### config.mk
export PLATFORM = sky130hd
export DESIGN_NAME = fpn3_mul
export DESIGN_NICKNAME = d
export VERILOG_FILES = /design/src/fpn3_pkg.sv /design/src/fpn3_mul.sv
export SDC_FILE = /design/constraint.sdc
export NUM_CORES = 2
export LEC_CHECK = 0
export BUFFER_PORTS_ARGS = -buffer_cell sky130_fd_sc_hd__buf_2
export CAP_MARGIN = 30
export CORE_AREA = 2 2 254 256
export CTS_CLUSTER_SIZE = 20
export DETAILED_ROUTE_END_ITERATION = 6
export DIE_AREA = 0 0 256 258
export HOLD_SLACK_MARGIN = 0.03
export PLACE_DENSITY = 0.82
export SETUP_SLACK_MARGIN = 0.15
export SLEW_MARGIN = 20
export SYNTH_ARGS = -nofsm -noshare
export SYNTH_HDL_FRONTEND = slang
export SYNTH_SLANG_ARGS = --single-unit
### constraint.sdc
create_clock -name clk -period 16.57 [get_ports clk]
set_input_delay 2.4855 -clock clk [delete_from_list [all_inputs] [get_ports clk]]
set_output_delay 2.4855 -clock clk [all_outputs]
set_load 0.005 [all_outputs]
### src/fpn3_pkg.sv
// Shared types and constants for the fractal 3D gradient noise block.
`timescale 1ns / 1ps
package fpn3_pkg;

  // Operand and product of the shared multiplier.
  typedef logic signed [32:0] mul_op_t;
  typedef logic signed [65:0] mul_prod_t;

  // Configuration register indexes.
  localparam logic [2:0] CFG_OCTAVES   = 3'd0;
  localparam logic [2:0] CFG_FREQUENCY = 3'd1;
  localparam logic [2:0] CFG_AMPLITUDE = 3'd2;
  localparam logic [2:0] CFG_LACUNAR   = 3'd3;
  localparam logic [2:0] CFG_PERSIST   = 3'd4;

  // Request kinds on the input channel.
  localparam logic ACT_LOAD = 1'b0;
  localparam logic ACT_EVAL = 1'b1;

  // Register reset values.
  localparam logic [4:0]  RST_OCTAVES   = 5'd1;
  localparam logic [31:0] RST_FREQUENCY = 32'd65536;
  localparam logic [15:0] RST_AMPLITUDE = 16'd4096;
  localparam logic [15:0] RST_LACUNAR   = 16'd8192;
  localparam logic [15:0] RST_PERSIST   = 16'd32768;

  // Fade polynomial constants in Q16.16 / Q32.32.
  localparam mul_op_t   FADE_K15 = 33'sd983040;
  localparam mul_prod_t FADE_K10 = 66'sd42949672960;

  localparam logic signed [17:0] Q16_ONE = 18'sd65536;

  localparam logic signed [17:0] RES_MAX = 18'sd131071;
  localparam logic signed [17:0] RES_MIN = -18'sd131072;

endpackage

### src/fpn3_mul.sv
// Shared signed multiplier with a registered product.
`timescale 1ns / 1ps
module fpn3_mul (
  input  logic             clk,
  input  fpn3_pkg::mul_op_t   op_a,
  input  fpn3_pkg::mul_op_t   op_b,
  output fpn3_pkg::mul_prod_t prod
);
  import fpn3_pkg::*;

  mul_prod_t prod_r;

  always_ff @(posedge clk) begin
    prod_r <= mul_prod_t'(op_a) * mul_prod_t'(op_b);
  end

  assign prod = prod_r;

endmodule

==> impl_results.md <==
- Largest register FFs: 66
- DRC Markers: 0
- CP max-delay cell: a22oi_1
- Fin crit share: 0.622
- Ys Warns: 0
- Critical path endpoint category: register
- Nets: 5,700
- Worst Hold Launch: op_b[0]
- Die height: 258 um
- Hold Path Sink: prod[0]
- Setup violations, final: 0
- Post-synth ARST share: 0
- Main synth FF type: dfxtp_1
- Max-slew violations: 0
- Max-cap viol count: 0
- Hold Path Class: input port to register
- Actual slew at the worst max-slew pin: 911 ps
- Vias per inst: 5.73
- Seq/Total Area, Yosys: 0.0324
- Die width: 256 um
- Initial antenna violation count: 2
- Total Routed Length: between 100,000 and 150,000 um
- Total core area: 63,600 sq um
- Antenna viol nets, final: 0
- Clock transition at path regs: 60 ps
- Post-CTS Repair Setup Buffers: 0
- Storage element area: 1320 sq um
- Footprint of the multi-input gates: between 30,000 and 40,000 sq um
- WP data required: between 15,000 and 20,000 ps
- Final Critical Period: 10,300 ps
- Maximum clock path buffer count: 2
- Number of synthesized flops with an enable pin: 0
- Fillers: 4,967
- Final hold viol count: 0
- Total negative setup slack: 0 ps
- Synthesized netlist net count: approximately 5,800
- First-iteration detailed-routing DRC count: 2,160
- GRT Residual Overflow: 0
- Root Buffer Master: clkbuf_16
- Row cnt: 93
- CP top delay family: adder cells
- PostCTS Resize Cnt: 0
- FF+latch count, synth: 66
- Kind of critical path: input port to register
- Fraction of layout cells with a size suffix above 1: 0.0456
- Critical-path maximum fanout: 33
- Slew headroom: 0.393
- RSZ-0062 raised after global routing: false
- DP HPWL: approximately 86,000 um
- Worst hold stages: 2
- Arr. time, crit path: 10,530 ps
- Clock Sinks: 66
- Syn avg cell area: 9.39 sq um
- Initial core utilization: 0.640
- CTS tree: built
- Hold-fix buffers, CTS: 0
- Maximum clock frequency: 97.1 MHz
- Vias in the first global route: between 30,000 and 40,000
- Pin count of the biggest net entering global routing: 34
- First-pass GRT wire length: 176,000 um
- Synth-to-Final Area Change: 3.05%
- Yosys cell types: 80
- CP bufs+invs: 4
- Avg WL per Cell: 20.7 um
- Via count: 29,400
- Status: finished clean
- Gpl congestion: 0.998
- Die ar.: 66,000 sq um
- Post-synthesis cell area: just over 40,000 sq um
- CTS buffer count: 9
- Crit-path most repeated cell: fa_1
- Max incr delay on CP: 700 ps
- Worst setup path startpoint: op_b[9]
- Port bufs: ~130
- Crit start category: input port
- Drt first pass iters: 6
- Synthesized instance count: between 4,000 and 5,000
- CP Cell Sequence: buf_2, nand2_1, fa_1, fa_1, fa_1, inv_1, fa_1, fa_1, fa_1, fa_1, inv_1, fa_1, inv_1, ha_1, a21oi_1, o211ai_1, a22oi_1, nor2_1, a211oi_4, a21oi_2, nor4b_2, a311oi_1
- Total track usage: 0.344
- I/O pin count: 133
- H-tree depth: 3
- Final hold slack: ~2700 ps
## layout make-up
cell class / instances / share of cell area
diodes: 2 / 0.000119
clock buffers: 11 / 0.00578
clock inverters: 5 / 0.000715
inverters: 1131 / 0.101
multi-input cells: 2920 / 0.817
flip-flops and latches: 66 / 0.0315
well taps: 855 / 0.0255
repair buffers: 143 / 0.0178
## cells by family (layout without fill, tap and decap cells)
family,Yosys count,in the layout,share of synthesized area
AOI/OAI and AO/OA,219,219,0.0407
and+or+nand+nor,1271,1271,0.158
adders and majority gates,1362,1362,0.629
buffers and inverters,1352,1290,0.125
other,0,2,0
DFF,66,66,0.0324
xor gates and xnor gates,68,68,0.0146
## cell usage after synthesis, types with 25 or more instances
cell / count / area share
inv_1: 1131 / 0.10
nor2_1: 68 / 0.0063
nand2_1: 551 / 0.051
and2_1: 562 / 0.086
a21oi_1: 57 / 0.0070
o21ai_0: 25 / 0.0031
a21o_1: 36 / 0.0066
fa_1: 1145 / 0.56
ha_1: 217 / 0.067
dfxtp_1: 66 / 0.032
clkbuf_1: 208 / 0.019
xnor2_1: 43 / 0.0092
nand3_1: 25 / 0.0031
xor2_1: 25 / 0.0054
## how the worst max path moves through the flow
stage / end / slack, ps / cells past startpoint
3_5_place_dp: prod[62] / 6020 / 21
3_3_place_gp: prod[63] / 5860 / 21
2_1_floorplan: prod[62] / 6850 / 23
5_1_grt: prod[62] / 5930 / 21
6_report: prod[58] / 6270 / 22
4_1_cts: prod[62] / 6390 / 21
## per-stage QoR
step                setup WS (ps)  cells   util  instance area (sq um)
global placement             5860   5114  0.655                  41700
finish                       6270   5133  0.660                  42000
detailed placement           6020   5115  0.655                  41700
floorplan                    6850   4338      -                  40700
CTS                          6390   5131  0.659                  42000
global route                 5930   5133  0.660                  42000
## layer usage
metal	up-vias	part of all wire	global-route usage
met5	-	0	0
met4	0	0.070	0.212
met3	417	0.077	0.0633
met2	1407	0.51	0.581
met1	15400	0.35	0.413
li1	12200	-	-
## cell usage in the layout (no fill, tap or decap), drive strengths merged, types with 12 or more instances in the layout
master	instances
dfxtp	66
nand2b	12
and2	563
ha	217
o21ai	33
inv	1131
fa	1145
nand3	26
a21o	38
xor2	25
buf	143
nor2	68
a21oi	61
xnor2	43
nand4	12
nand2	551
Power is left out: the tool's default activity adds up to more than one toggle a clock period on the data nets, which glitch-free logic cannot reach.
